--- src/hdl/tcpq_pkg.sv ---
package tcpq_pkg;

  localparam int unsigned CAP_BITS     = 4;
  localparam int unsigned FILL_BITS    = 4;
  localparam int unsigned OUT_TAG_BITS = 32;
  localparam logic [CAP_BITS-1:0] CAP_RESET = 4'd8;

  typedef enum logic {
    ACT_PUSH = 1'b0,
    ACT_POP  = 1'b1
  } action_e;

  typedef enum logic {
    CLS_HIGH = 1'b0,
    CLS_LOW  = 1'b1
  } class_e;

  typedef enum logic [1:0] {
    ST_DONE  = 2'd0,
    ST_FULL  = 2'd1,
    ST_EMPTY = 2'd2
  } status_e;

  // decoded command handed from the front to the back
  typedef struct packed {
    action_e act;
    class_e  cls;
  } cmd_ctl_t;

endpackage

--- src/hdl/tcpq_req_if.sv ---
interface tcpq_req_if #(
  parameter int unsigned TAG_BITS = 32
) ();
  logic                valid;
  logic                ready;
  logic                action;
  logic                priority_req;
  logic [TAG_BITS-1:0] message_tag;

  modport source (output valid, action, priority_req, message_tag, input ready);
  modport sink   (input valid, action, priority_req, message_tag, output ready);
endinterface

--- src/hdl/tcpq_rsp_if.sv ---
interface tcpq_rsp_if import tcpq_pkg::*; ();
  logic                    valid;
  logic                    ready;
  logic [1:0]              status;
  logic [OUT_TAG_BITS-1:0] popped_tag;
  logic                    popped_priority;
  logic [FILL_BITS-1:0]    fill_count;

  modport source (output valid, status, popped_tag, popped_priority, fill_count,
                  input ready);
  modport sink   (input valid, status, popped_tag, popped_priority, fill_count,
                  output ready);
endinterface

--- src/hdl/tcpq_front.sv ---
module tcpq_front import tcpq_pkg::*; #(
  parameter int unsigned TAG_BITS = 32
) (
  input  logic                clk_i,
  input  logic                rst_ni,
  tcpq_req_if.sink            req_i,
  output logic                cmd_valid_o,
  input  logic                cmd_ready_i,
  output cmd_ctl_t            cmd_ctl_o,
  output logic [TAG_BITS-1:0] cmd_tag_o
);

  // two-entry command queue
  cmd_ctl_t            ctl_q [2];
  logic [TAG_BITS-1:0] tag_q [2];
  logic                wptr_q, rptr_q;
  logic [1:0]          cnt_q, cnt_d;
  logic                push, pop;
  cmd_ctl_t            ctl_in;

  assign req_i.ready = (cnt_q != 2'd2);
  assign push        = req_i.valid && req_i.ready;
  assign cmd_valid_o = (cnt_q != 2'd0);
  assign pop         = cmd_valid_o && cmd_ready_i;
  assign cmd_ctl_o   = ctl_q[rptr_q];
  assign cmd_tag_o   = tag_q[rptr_q];

  always_comb begin
    ctl_in.act = action_e'(req_i.action);
    ctl_in.cls = class_e'(req_i.priority_req);
    cnt_d = cnt_q;
    if (push && !pop) begin
      cnt_d = cnt_q + 2'd1;
    end else if (pop && !push) begin
      cnt_d = cnt_q - 2'd1;
    end
  end

  always_ff @(posedge clk_i or negedge rst_ni) begin
    if (!rst_ni) begin
      cnt_q  <= 2'd0;
      wptr_q <= 1'b0;
      rptr_q <= 1'b0;
    end else begin
      cnt_q <= cnt_d;
      if (push) wptr_q <= ~wptr_q;
      if (pop)  rptr_q <= ~rptr_q;
    end
  end

  always_ff @(posedge clk_i) begin
    if (push) begin
      ctl_q[wptr_q] <= ctl_in;
      tag_q[wptr_q] <= req_i.message_tag;
    end
  end

`ifndef NO_ASSERTIONS
  a_cnt_range: assert property (@(posedge clk_i) disable iff (!rst_ni)
    cnt_q != 2'd3) else $error("command queue count out of range");
`endif

endmodule

--- src/hdl/tcpq_back.sv ---
module tcpq_back import tcpq_pkg::*; #(
  parameter int unsigned DEPTH    = 8,
  parameter int unsigned TAG_BITS = 32
) (
  input  logic                clk_i,
  input  logic                rst_ni,
  input  logic                cfg_we_i,
  input  logic [CAP_BITS-1:0] cfg_wdata_i,
  input  logic                cmd_valid_i,
  output logic                cmd_ready_o,
  input  cmd_ctl_t            cmd_ctl_i,
  input  logic [TAG_BITS-1:0] cmd_tag_i,
  tcpq_rsp_if.source          rsp_o
);

  localparam int unsigned CW = $clog2(DEPTH + 1);
  localparam int unsigned LW = (CW > CAP_BITS) ? CW : CAP_BITS;

  // ordered store, front at slot 0, highs ahead of lows
  logic [TAG_BITS-1:0] tag_q [DEPTH];
  logic [TAG_BITS-1:0] tag_d [DEPTH];
  logic [TAG_BITS-1:0] tag_up [DEPTH];
  logic [TAG_BITS-1:0] tag_dn [DEPTH];
  logic [DEPTH-1:0]    cls_q, cls_d, cls_up, cls_dn;

  logic [CW-1:0]       cnt_q, cnt_d, high_q, high_d, pos;
  logic [CAP_BITS-1:0] cap_q;
  logic [LW-1:0]       cap_ext, limit, fill_ext;
  logic                take, is_push, full, empty, push_ok, pop_ok;
  status_e             status;
  logic [63:0]         front_tag_w;

  logic                           out_vld_q;
  logic [1:0]                     out_status_q;
  logic [OUT_TAG_BITS-1:0]        out_tag_q;
  logic                           out_cls_q;
  logic [FILL_BITS-1:0]           out_fill_q;

  // neighbor taps for the insert and pop shifts
  assign tag_up[0]       = tag_q[0];
  assign cls_up[0]       = cls_q[0];
  assign tag_dn[DEPTH-1] = tag_q[DEPTH-1];
  assign cls_dn[DEPTH-1] = cls_q[DEPTH-1];
  for (genvar gi = 1; gi < DEPTH; gi++) begin : g_tap
    assign tag_up[gi]   = tag_q[gi-1];
    assign cls_up[gi]   = cls_q[gi-1];
    assign tag_dn[gi-1] = tag_q[gi];
    assign cls_dn[gi-1] = cls_q[gi];
  end

  assign cmd_ready_o = !out_vld_q || rsp_o.ready;
  assign take        = cmd_valid_i && cmd_ready_o;

  always_comb begin
    cap_ext = LW'(cap_q);
    limit   = (cap_ext > LW'(DEPTH)) ? LW'(DEPTH) : cap_ext;
    full    = LW'(cnt_q) >= limit;
    empty   = (cnt_q == '0);
    is_push = (cmd_ctl_i.act == ACT_PUSH);
    push_ok = take && is_push && !full;
    pop_ok  = take && !is_push && !empty;
    pos     = (cmd_ctl_i.cls == CLS_HIGH) ? high_q : cnt_q;

    for (int i = 0; i < DEPTH; i++) begin
      tag_d[i] = tag_q[i];
      cls_d[i] = cls_q[i];
      if (push_ok) begin
        if (CW'(i) == pos) begin
          tag_d[i] = cmd_tag_i;
          cls_d[i] = cmd_ctl_i.cls;
        end else if (CW'(i) > pos && CW'(i) <= cnt_q) begin
          tag_d[i] = tag_up[i];
          cls_d[i] = cls_up[i];
        end
      end else if (pop_ok) begin
        tag_d[i] = tag_dn[i];
        cls_d[i] = cls_dn[i];
      end
    end

    cnt_d  = cnt_q;
    high_d = high_q;
    if (push_ok) begin
      cnt_d = cnt_q + CW'(1);
      if (cmd_ctl_i.cls == CLS_HIGH) high_d = high_q + CW'(1);
    end else if (pop_ok) begin
      cnt_d = cnt_q - CW'(1);
      if (cls_q[0] == CLS_HIGH && high_q != '0) high_d = high_q - CW'(1);
    end

    if (is_push) begin
      status = full ? ST_FULL : ST_DONE;
    end else begin
      status = empty ? ST_EMPTY : ST_DONE;
    end
    front_tag_w = 64'(tag_q[0]);
    fill_ext    = LW'(cnt_d);
  end

  always_ff @(posedge clk_i or negedge rst_ni) begin
    if (!rst_ni) begin
      cnt_q     <= '0;
      high_q    <= '0;
      cap_q     <= CAP_RESET;
      out_vld_q <= 1'b0;
    end else begin
      cnt_q  <= cnt_d;
      high_q <= high_d;
      if (cfg_we_i) cap_q <= cfg_wdata_i;
      if (take) begin
        out_vld_q <= 1'b1;
      end else if (rsp_o.ready) begin
        out_vld_q <= 1'b0;
      end
    end
  end

  always_ff @(posedge clk_i) begin
    for (int i = 0; i < DEPTH; i++) begin
      tag_q[i] <= tag_d[i];
    end
    cls_q <= cls_d;
    if (take) begin
      out_status_q <= status;
      out_tag_q    <= pop_ok ? front_tag_w[OUT_TAG_BITS-1:0] : '0;
      out_cls_q    <= pop_ok ? cls_q[0] : 1'b0;
      out_fill_q   <= fill_ext[FILL_BITS-1:0];
    end
  end

  assign rsp_o.valid           = out_vld_q;
  assign rsp_o.status          = out_status_q;
  assign rsp_o.popped_tag      = out_tag_q;
  assign rsp_o.popped_priority = out_cls_q;
  assign rsp_o.fill_count      = out_fill_q;

`ifndef NO_ASSERTIONS
  a_high_le_cnt: assert property (@(posedge clk_i) disable iff (!rst_ni)
    high_q <= cnt_q) else $error("high count exceeds item count");
  a_cnt_le_depth: assert property (@(posedge clk_i) disable iff (!rst_ni)
    cnt_q <= CW'(DEPTH)) else $error("item count exceeds depth");
  a_pop_dec: assert property (@(posedge clk_i) disable iff (!rst_ni)
    (take && !is_push && cnt_q != '0) |=> cnt_q == CW'($past(cnt_q) - CW'(1)))
    else $error("pop did not remove one item");
`endif

endmodule

--- src/hdl/two_class_priority_queue.sv ---
// Two-class priority queue.
// req_i (sink): action 0 push / 1 pop, priority_req 0 high / 1 low, message_tag.
//   A pushed high item lands behind stored highs and ahead of all lows; a low
//   item goes to the tail. A pop takes the oldest high, else the oldest low.
// rsp_o (source): one item per request: status (done, full, empty),
//   popped_tag / popped_priority (zero unless a pop succeeded), fill_count.
// cfg_we_i / cfg_wdata_i: capacity register, reset 8, clamped to DEPTH;
//   write it only while no request is in flight.
// Path: a request accepted on req_i is written into the front command queue;
//   when the back takes the command it updates the store and loads the
//   response register at the same edge.
// Throughput: one request per cycle while rsp_o.ready is high; the sustained
//   rate is set by the response register handshake alone.
// Stall: when rsp_o.ready is low the response register holds, the back stops
//   taking commands and the two-entry command queue fills, then req_i.ready
//   drops. Up to three requests can be outstanding.
// Reset: counts cleared and capacity set to 8; the store itself is not
//   cleared, and no slot at or above the fill is ever read.
module two_class_priority_queue import tcpq_pkg::*; #(
  parameter int unsigned DEPTH    = 8,
  parameter int unsigned TAG_BITS = 32
) (
  input  logic                clk_i,
  input  logic                rst_ni,
  input  logic                cfg_we_i,
  input  logic [CAP_BITS-1:0] cfg_wdata_i,
  tcpq_req_if.sink            req_i,
  tcpq_rsp_if.source          rsp_o
);

  // front -> back command path
  logic                cmd_valid;
  logic                cmd_ready;
  cmd_ctl_t            cmd_ctl;
  logic [TAG_BITS-1:0] cmd_tag;

  // accept and decode requests into a short command queue
  tcpq_front #(
    .TAG_BITS (TAG_BITS)
  ) u_front (
    .clk_i       (clk_i),
    .rst_ni      (rst_ni),
    .req_i       (req_i),
    .cmd_valid_o (cmd_valid),
    .cmd_ready_i (cmd_ready),
    .cmd_ctl_o   (cmd_ctl),
    .cmd_tag_o   (cmd_tag)
  );

  // ordered store, counters, capacity register and response register
  tcpq_back #(
    .DEPTH    (DEPTH),
    .TAG_BITS (TAG_BITS)
  ) u_back (
    .clk_i       (clk_i),
    .rst_ni      (rst_ni),
    .cfg_we_i    (cfg_we_i),
    .cfg_wdata_i (cfg_wdata_i),
    .cmd_valid_i (cmd_valid),
    .cmd_ready_o (cmd_ready),
    .cmd_ctl_i   (cmd_ctl),
    .cmd_tag_i   (cmd_tag),
    .rsp_o       (rsp_o)
  );

endmodule

--- src/flat_wrapper.sv ---
// flat-port wrapper written by rule: the top's interface ports become plain ports
module two_class_priority_queue_flat import tcpq_pkg::*;
#(
  parameter int unsigned DEPTH    = 8,
  parameter int unsigned TAG_BITS = 32
)
  (clk_i, rst_ni, cfg_we_i, cfg_wdata_i, req_i_valid, req_i_action, req_i_priority_req, req_i_message_tag, req_i_ready, rsp_o_valid, rsp_o_status, rsp_o_popped_tag, rsp_o_popped_priority, rsp_o_fill_count, rsp_o_ready);
  tcpq_req_if #(.TAG_BITS(TAG_BITS)) req_i_i ();
  tcpq_rsp_if rsp_o_i ();
  input  logic clk_i;
  input  logic rst_ni;
  input  logic cfg_we_i;
  input  logic [CAP_BITS-1:0] cfg_wdata_i;
  input wire logic [$bits(req_i_i.valid)-1:0] req_i_valid;
  input wire logic [$bits(req_i_i.action)-1:0] req_i_action;
  input wire logic [$bits(req_i_i.priority_req)-1:0] req_i_priority_req;
  input wire logic [$bits(req_i_i.message_tag)-1:0] req_i_message_tag;
  output wire logic [$bits(req_i_i.ready)-1:0] req_i_ready;
  output wire logic [$bits(rsp_o_i.valid)-1:0] rsp_o_valid;
  output wire logic [$bits(rsp_o_i.status)-1:0] rsp_o_status;
  output wire logic [$bits(rsp_o_i.popped_tag)-1:0] rsp_o_popped_tag;
  output wire logic [$bits(rsp_o_i.popped_priority)-1:0] rsp_o_popped_priority;
  output wire logic [$bits(rsp_o_i.fill_count)-1:0] rsp_o_fill_count;
  input wire logic [$bits(rsp_o_i.ready)-1:0] rsp_o_ready;
  assign req_i_i.valid = req_i_valid;
  assign req_i_i.action = req_i_action;
  assign req_i_i.priority_req = req_i_priority_req;
  assign req_i_i.message_tag = req_i_message_tag;
  assign req_i_ready = req_i_i.ready;
  assign rsp_o_valid = rsp_o_i.valid;
  assign rsp_o_status = rsp_o_i.status;
  assign rsp_o_popped_tag = rsp_o_i.popped_tag;
  assign rsp_o_popped_priority = rsp_o_i.popped_priority;
  assign rsp_o_fill_count = rsp_o_i.fill_count;
  assign rsp_o_i.ready = rsp_o_ready;
  two_class_priority_queue #(.DEPTH(DEPTH), .TAG_BITS(TAG_BITS)) u_core (.clk_i(clk_i), .rst_ni(rst_ni), .cfg_we_i(cfg_we_i), .cfg_wdata_i(cfg_wdata_i), .req_i(req_i_i), .rsp_o(rsp_o_i));
endmodule
--- config.mk ---
export PLATFORM = sky130hd
export DESIGN_NAME = two_class_priority_queue_flat
export DESIGN_NICKNAME = d
export VERILOG_FILES = /design/src/hdl/tcpq_pkg.sv /design/src/hdl/tcpq_req_if.sv /design/src/hdl/tcpq_rsp_if.sv /design/src/hdl/tcpq_front.sv /design/src/hdl/tcpq_back.sv /design/src/hdl/two_class_priority_queue.sv /design/src/flat_wrapper.sv
export SDC_FILE = /design/constraint.sdc
export NUM_CORES = 1
export LEC_CHECK = 0
export BUFFER_PORTS_ARGS = -buffer_cell sky130_fd_sc_hd__clkbuf_2
export CAP_MARGIN = 20
export CORE_MARGIN = 2
export CORE_UTILIZATION = 45
export CTS_CLUSTER_SIZE = 10
export DETAILED_ROUTE_END_ITERATION = 8
export PLACE_DENSITY = 0.63
export REMOVE_ABC_BUFFERS = 1
export SLEW_MARGIN = 20
export SYNTH_ARGS = -nofsm -noshare
export SYNTH_HDL_FRONTEND = slang
export SYNTH_SLANG_ARGS = --single-unit
--- constraint.sdc ---
create_clock -name clk_i -period 5.15 [get_ports clk_i]
set_input_delay 0.7725 -clock clk_i [delete_from_list [all_inputs] [get_ports clk_i]]
set_output_delay 0.7725 -clock clk_i [all_outputs]
set_load 0.03 [all_outputs]
==> results.txt, run 1 <==
Multi-input gate area: 6110 um2
Yosys top cell area share: 0.612
GRT busiest layer: met2
Critical R2R Launch: u_core.u_back.cnt_q[0]
Initial antenna violation count: 0
FILL cells: 3473
Post-route insts no fill: 2009
Die ar.: 42100 um2
Via/cell ratio: 5.43
Most frequent cells in the layout: edfxtp_1, nand2_1, mux2i_1
DP HPWL: 22.8 mm
Synth cell types: 55
Status: complete, no violations
Global Route met2 Usage: 0.293
Post-Syn Area: 18200 um2
Grt met1 use: 0.274
Crit start category: register
Min cycle time layout: 4150 ps
Clock latency at the later pin of the worst-skew pair: 560 ps
Post-CTS Hold Buffers: 0
Clk sinks: 388
Rows: 73
Mean post-synth cell area: 13.0 um2
R2R Path End: u_core.u_back.tag_q[1][71]
CP required: 5450 ps
Post-CTS setup buffers: 0
Main flop type after synthesis: edfxtp_1
Max Cap Viol: 0
Flops & latches, synth: 388
LEAKAGE: 7.23 nW
Antenna Cells: 0
Root Driver: clkbuf_16
Vias in the first global route: 10800
CTS buffer count: 45
WHS: 161 ps
Largest net degree at the start of global routing: 236
Design area: 20200 um2
Peak supply drop: 478 uV
Max Buffers Root-to-Sink: 3
EDFF count, synth: 371
Wire length per cell: 19.6 um
DRT Pass-1 Iters: 5
1st-iter DRT viols: 873
Critical path type: reg2reg
Sequential-to-total area share from yosys stat: 0.635
Post-cts resize count: 0
Slew margin rel.: 0.359
Flip-flop and latch area: 11600 um2
Clk_skew: 17.2 ps
CP arrival: 4440 ps
IO Count: 84
Slew @ Worst Pin: 962 ps
Hold Fails Final Rpt: 0
PD cells: 728 nW/um2
Tot GR Track Use: 0.189
Routed vias: 10900
Async set or reset register ratio after synthesis: 0.0438
Die Width: 205 um
Slowest stage delay, CP: 630 ps
H-tree lvl count: 2
First-pass GRT wire length: 61.6 mm
Initial Utilization: 0.457
Area Growth Syn to Fin: 11.0%
Core ar.: 39800 um2
Gate Count Post-Synth: 1405
DP Area: 19000 um2
Nets: 1526
Unrepaired setup endpoints after global routing: false
Max FO, Critical Path: 129
Die height: 205 um
I/O Buffers: 83
Worst R2R Setup Slack: 1000 ps
Worst min path class: in2async
CP endpoint kind: register
Final max-slew violation count: 0
Gp weighted congestion: 0.808
Fraction of layout cells with a size suffix above 1: 0.172
Total Wirelength: 39.3 mm
Total global routing overflow: 0
Placed cells: 1947
Synth area leaders: edfxtp_1, mux2i_1, nand2_1
Max stage delay cell, worst path: and3_2
CTS tree: yes
Yosys warnings: 0
Crit path cell chain: inv_1, ha_1, or3b_2, o2111ai_1, and3_2, inv_8, a21oi_1, a31oi_4, buf_4
Fin crit share: 0.805
Met3 usage: 0.0369
Fmax: 241 MHz
Reg2Reg Depth: 9
ANT nets after route: 0
Finish-stage setup viols: 0
# DRC: 0
Commonest non-fill, non-tap cell in the layout: edfxtp_1
Area leader, netlist: edfxtp_1
Clock transition at path regs: 60 ps
==> area by class of cell <==
type / instances / area share
flip-flops and latches: 388 / 0.572
multi-input cells: 916 / 0.302
clock buffers: 57 / 0.0579
well taps: 525 / 0.0325
repair buffers: 110 / 0.0324
inverters: 10 / 0.00223
clock inverters: 3 / 0.000557
==> synthesized netlist by cell type (4+ instances only) <==
library cell and instances:
ha_1 11, nand2_1 307, buf_4 7, o21ai_0 110, o21ai_2 4, nand3_1 6
inv_1 9, edfxtp_1 371, mux2i_1 196, xnor2_1 7, dfrtp_1 16, a21oi_1 12
buf_2 30, clkbuf_1 32, and2_1 33, nand4_1 4, mux2_2 69, xor2_1 4
buf_6 16, o21ai_1 90, buf_12 6, nor2b_1 4, nor2_1 17
==> state kept, by name (all words and copies together), names as in the netlist <==
name and flops:
u_core.u_back.cap_ext 4, u_core.u_back.high_q 4, u_core.u_front.rptr_q 1, u_core.u_front.wptr_q 1, u_core.u_front.ctl_q 4, u_core.u_back.rsp_o.popped_priority 1, u_core.u_back.rsp_o.fill_count 4, u_core.u_back.cnt_q 4
u_core.u_front.cnt_q 2, u_core.u_back.rsp_o.popped_tag 32, u_core.u_back.tag_q 256, u_core.u_back.rsp_o.status 2, u_core.u_front.tag_q 64, u_core.u_back.cls_q 8, u_core.u_back.rsp_o.valid 1
==> worst max-delay path by stage <==
stage	from	to	slack, ps
detailed placement	u_core.u_back.cnt_q[0]	u_core.u_back.tag_q[1][94]	990
finish	u_core.u_back.cnt_q[0]	u_core.u_back.tag_q[1][71]	1000
global placement	u_core.u_back.cnt_q[0]	u_core.u_back.tag_q[1][71]	1040
CTS	u_core.u_back.cnt_q[0]	u_core.u_back.tag_q[1][71]	940
global route	u_core.u_back.cnt_q[0]	u_core.u_back.tag_q[1][73]	690
floorplan	u_core.u_front.rptr_q	u_core.u_back.cls_q[6]	-2770
==> layer usage <==
layer / share of wire / up-vias / wire (um)
li1: - / 5256 / -
met1: 0.48 / 5365 / 19000
met2: 0.45 / 235 / 17700
met3: 0.047 / 62 / 1850
met4: 0.018 / 0 / 699
met5: 0 / - / 0
==> critical path: cells and delay by family, from the launching register on <==
kind,cells,cell delay [ps]
fa+ha+maj,1,300
simple gates,2,1070
buf+inv,3,900
flops,1,560
compound gates,3,1000
==> power by group <==
group,switching (mW),internal [mW],leakage (nW),total [mW]
clock,1.17,1.57,0.573,2.73
sequential,0.722,5.68,3.69,6.40
combinational,3.70,1.89,2.96,5.59
total,5.59,9.13,7.23,14.7
==> metrics by stage <==
step / TNS, ps / setup slack [ps] / power, mW / util
4_1_cts: 0 / 944 / 14.8 / 0.507
2_1_floorplan: -634730 / -2770 / 10.3 / -
5_1_grt: 0 / 685 / 15.7 / 0.508
6_report: 0 / 1000 / 14.7 / 0.508
3_5_place_dp: 0 / 990 / 12.0 / 0.477
3_3_place_gp: 0 / 1040 / 11.9 / 0.477
==> logic make-up (layout without fill, tap and decap cells) <==
kind of cell | count (synthesis) | after routing | synth area share
flops | 388 | 388 | 0.635
simple gates | 383 | 383 | 0.0879
mux | 267 | 267 | 0.152
compound gates | 243 | 243 | 0.0747
buf+inv | 101 | 180 | 0.0363
fa+ha+maj | 12 | 12 | 0.00865
xor+xnor | 11 | 11 | 0.00529
(Power assumes the default switching activity.)
==> inputs of run 2 (changes only) <==
--- a/config.mk
+++ b/config.mk
@@ -11,7 +11,7 @@
 export CORE_UTILIZATION = 45
 export CTS_CLUSTER_SIZE = 10
 export DETAILED_ROUTE_END_ITERATION = 8
-export PLACE_DENSITY = 0.63
+export PLACE_DENSITY = 0.66
 export REMOVE_ABC_BUFFERS = 1
 export SLEW_MARGIN = 20
 export SYNTH_ARGS = -nofsm -noshare
==> constraint.sdc (replaced) <==
create_clock -name clk_i -period 3.7 [get_ports clk_i]
set_input_delay 0.555 -clock clk_i [delete_from_list [all_inputs] [get_ports clk_i]]
set_output_delay 0.555 -clock clk_i [all_outputs]
set_load 0.03 [all_outputs]
==> run 2 against run 1 <==
- cell count hardly changed
- total power is 41% higher
- die area stayed put
- clock power is 40% higher
- sequential share of layout area is 0.44 points lower
- first-iteration DRC count is 9.4% lower
- core utilization is 0.39 points higher
- combinational power is 44% higher
==> results.txt, run 2 (synthesized netlist as in run 1, its figures left out) <==
CTS buffer count: 45 (unchanged)
Crit path max-delay family: simple AND/OR/NAND/NOR gates
Reg2Reg Depth: 8 (-1)
Commonest non-fill, non-tap cell in the layout: edfxtp_1
Via/cell ratio: 5.45 (+0.20%)
Total global routing overflow: 0 (unchanged)
Total Wirelength: 39.2 mm (-0.25%)
DP Area: 19200 um2 (+0.91%)
Slew margin rel.: 0.296 (-0.0633)
Slew @ Worst Pin: 1060 ps (+95.0 ps)
Wire length per cell: 19.5 um (-0.30%)
Clk network pwr share: 0.185 (about the same)
1st-iter DRT viols: 791 (-9.4%)
Internal: 12.9 mW (+41%)
Post-route insts no fill: 2010 (+0.050%)
ANT nets after route: 0 (unchanged)
Combinational power share: 0.388 (+0.008)
Worst min path class: in2reg
Root Driver: clkbuf_16
Initial antenna violation count: 0 (unchanged)
DP HPWL: 22.2 mm (-2.6%)
Die ar.: 42100 um2 (unchanged)
Cell depth of the worst min-delay path: 1
Area Growth Syn to Fin: 11.8%
Fmax: 307 MHz (+27%)
FILL cells: 3502 (+0.84%)
Largest net degree at the start of global routing: 166 (-30%)
Max Cap Viol: 0 (unchanged)
CTS tree: yes
Hold Startpoint: req_i_message_tag[4]
Clk sinks: 388 (unchanged)
Die height: 205 um (unchanged)
Gp weighted congestion: 0.811 (+0.41%)
Sw Ratio: 0.379 (-0.000961)
Clock latency at the later pin of the worst-skew pair: 560 ps (about the same)
CP arrival: 3490 ps (-950 ps)
Routed vias: 10900 (+0.25%)
Post-cts resize count: 0 (unchanged)
Placed cells: 1950 (+0.15%)
Peak supply drop: 587 uV (+23%)
CP required: 3930 ps (-1520 ps)
Post-CTS Hold Buffers: 1 (+1)
Crit start category: register
Tot GR Track Use: 0.190 (+0.000325)
Vias in the first global route: 11000 (+2.4%)
Nets: 1528 (+0.13%)
Status: complete, no violations
IO Count: 84 (unchanged)
Sw power: 7.85 mW (+40%)
Critical path type: reg2reg
Worst R2R Setup Slack: 440 ps (-560 ps)
Initial Utilization: 0.457 (unchanged)
I/O Buffers: 83 (unchanged)
Critical R2R Launch: u_core.u_back.cap_ext[3]
CP endpoint kind: register
First-pass GRT wire length: 62.2 mm (+0.99%)
Largest register FFs: 256 (unchanged)
Overall Power: 20.7 mW (+41%)
Seq pwr share: 0.427 (-0.008)
Fin crit share: 0.881 (+0.0755)
Clock transition at path regs: 60 ps (about the same)
Most frequent cells in the layout: edfxtp_1, nand2_1, mux2i_1
Antenna Cells: 0 (unchanged)
LEAKAGE: 7.29 nW (+0.77%)
# DRC: 0 (unchanged)
Fraction of layout cells with a size suffix above 1: 0.175 (+0.00325)
Hold Fails Final Rpt: 0 (unchanged)
PD cells: 1020 nW/um2 (+40%)
Crit path cell chain: nor2b_1, ha_1, or3b_2, o2111ai_1, and3_2, buf_4, a31o_2, buf_12
Max Buffers Root-to-Sink: 3 (unchanged)
Die Width: 205 um (unchanged)
Clk_skew: 19.0 ps (+1.75 ps)
Finish-stage setup viols: 0 (unchanged)
H-tree lvl count: 2 (unchanged)
Biggest register: u_core.u_back.tag_q
Post-CTS setup buffers: 0 (unchanged)
Max stage delay cell, worst path: buf_4
Core ar.: 39800 um2 (unchanged)
Final max-slew violation count: 0 (unchanged)
Fin util: 0.512 (+0.00393)
Design area: 20400 um2 (+0.77%)
Worst-case hold path end point: u_core.u_front.tag_q[0][4]
Critical path buffers and inverters: 2 (-1)
Slowest stage delay, CP: 560 ps (-70 ps)
Max FO, Critical Path: 42 (-67%)
DRT Pass-1 Iters: 5 (unchanged)
R2R Path End: u_core.u_back.tag_q[0][29]
Min cycle time layout: 3260 ps (-888 ps)
Rows: 73 (unchanged)
Unrepaired setup endpoints after global routing: false
-- run 2: cell count changes in the layout (fill, tap and decap cells not counted), sizes merged --
cell / delta
buf: +1
clkbuf: -2
dlygate4sd3: +1
inv: +1
-- run 2: through the flow --
step                setup slack, ps  setup TNS (ps)  hold slack [ps]
floorplan                     -4220        -1261930              259
global placement                537               0              489
detailed placement              468               0              505
CTS                             443               0              147
global route                    316               0              164
finish                          441               0              180
-- run 2: worst max path at each step --
stage	startpoint	endpoint	slack, ps	cells after the start
2_1_floorplan	u_core.u_front.rptr_q	u_core.u_back.cls_q[6]	-4220	6
3_3_place_gp	u_core.u_back.cap_ext[3]	u_core.u_back.tag_q[0][16]	540	8
3_5_place_dp	u_core.u_back.cap_ext[3]	u_core.u_back.tag_q[0][16]	470	8
4_1_cts	u_core.u_back.cap_ext[3]	u_core.u_back.tag_q[0][23]	440	8
5_1_grt	u_core.u_back.cap_ext[3]	u_core.u_back.tag_q[0][23]	320	8
6_report	u_core.u_back.cap_ext[3]	u_core.u_back.tag_q[0][29]	440	8
-- run 2: power by group through the flow --
stage / logic [mW] / clock network (mW) / registers, mW
after CTS: 8.12 / 3.94 / 8.83
after global routing: 8.91 / 4.11 / 9.06
after detailed placement: 8.08 / 0 / 8.88
after floorplan: 5.15 / 0 / 9.14
after global placement: 7.90 / 0 / 8.84
final: 8.04 / 3.83 / 8.84
-- run 2: routing by layer --
| metal | wire, um | global-route usage | part of all wire | vias up |
|---|---|---|---|---|
| met5 | 0 | 0 | 0 | - |
| met4 | 711 | 0.0560 | 0.018 | 0 |
| met3 | 1910 | 0.0285 | 0.049 | 49 |
| met2 | 18200 | 0.301 | 0.46 | 245 |
| met1 | 18400 | 0.271 | 0.47 | 5409 |
| li1 | - | - | - | 5242 |
-- run 2: cell type report --
cell class / count / area [um2] / share of cell area
Clock buffer: 55 / 1160 / 0.0571
Clock inverter: 4 / 31.3 / 0.00154
Inverter: 10 / 46.3 / 0.00227
Multi-Input combinational cell: 916 / 6110 / 0.300
Sequential cell: 388 / 11600 / 0.568
Tap cell: 525 / 657 / 0.0322
Timing Repair Buffer: 112 / 798 / 0.0392
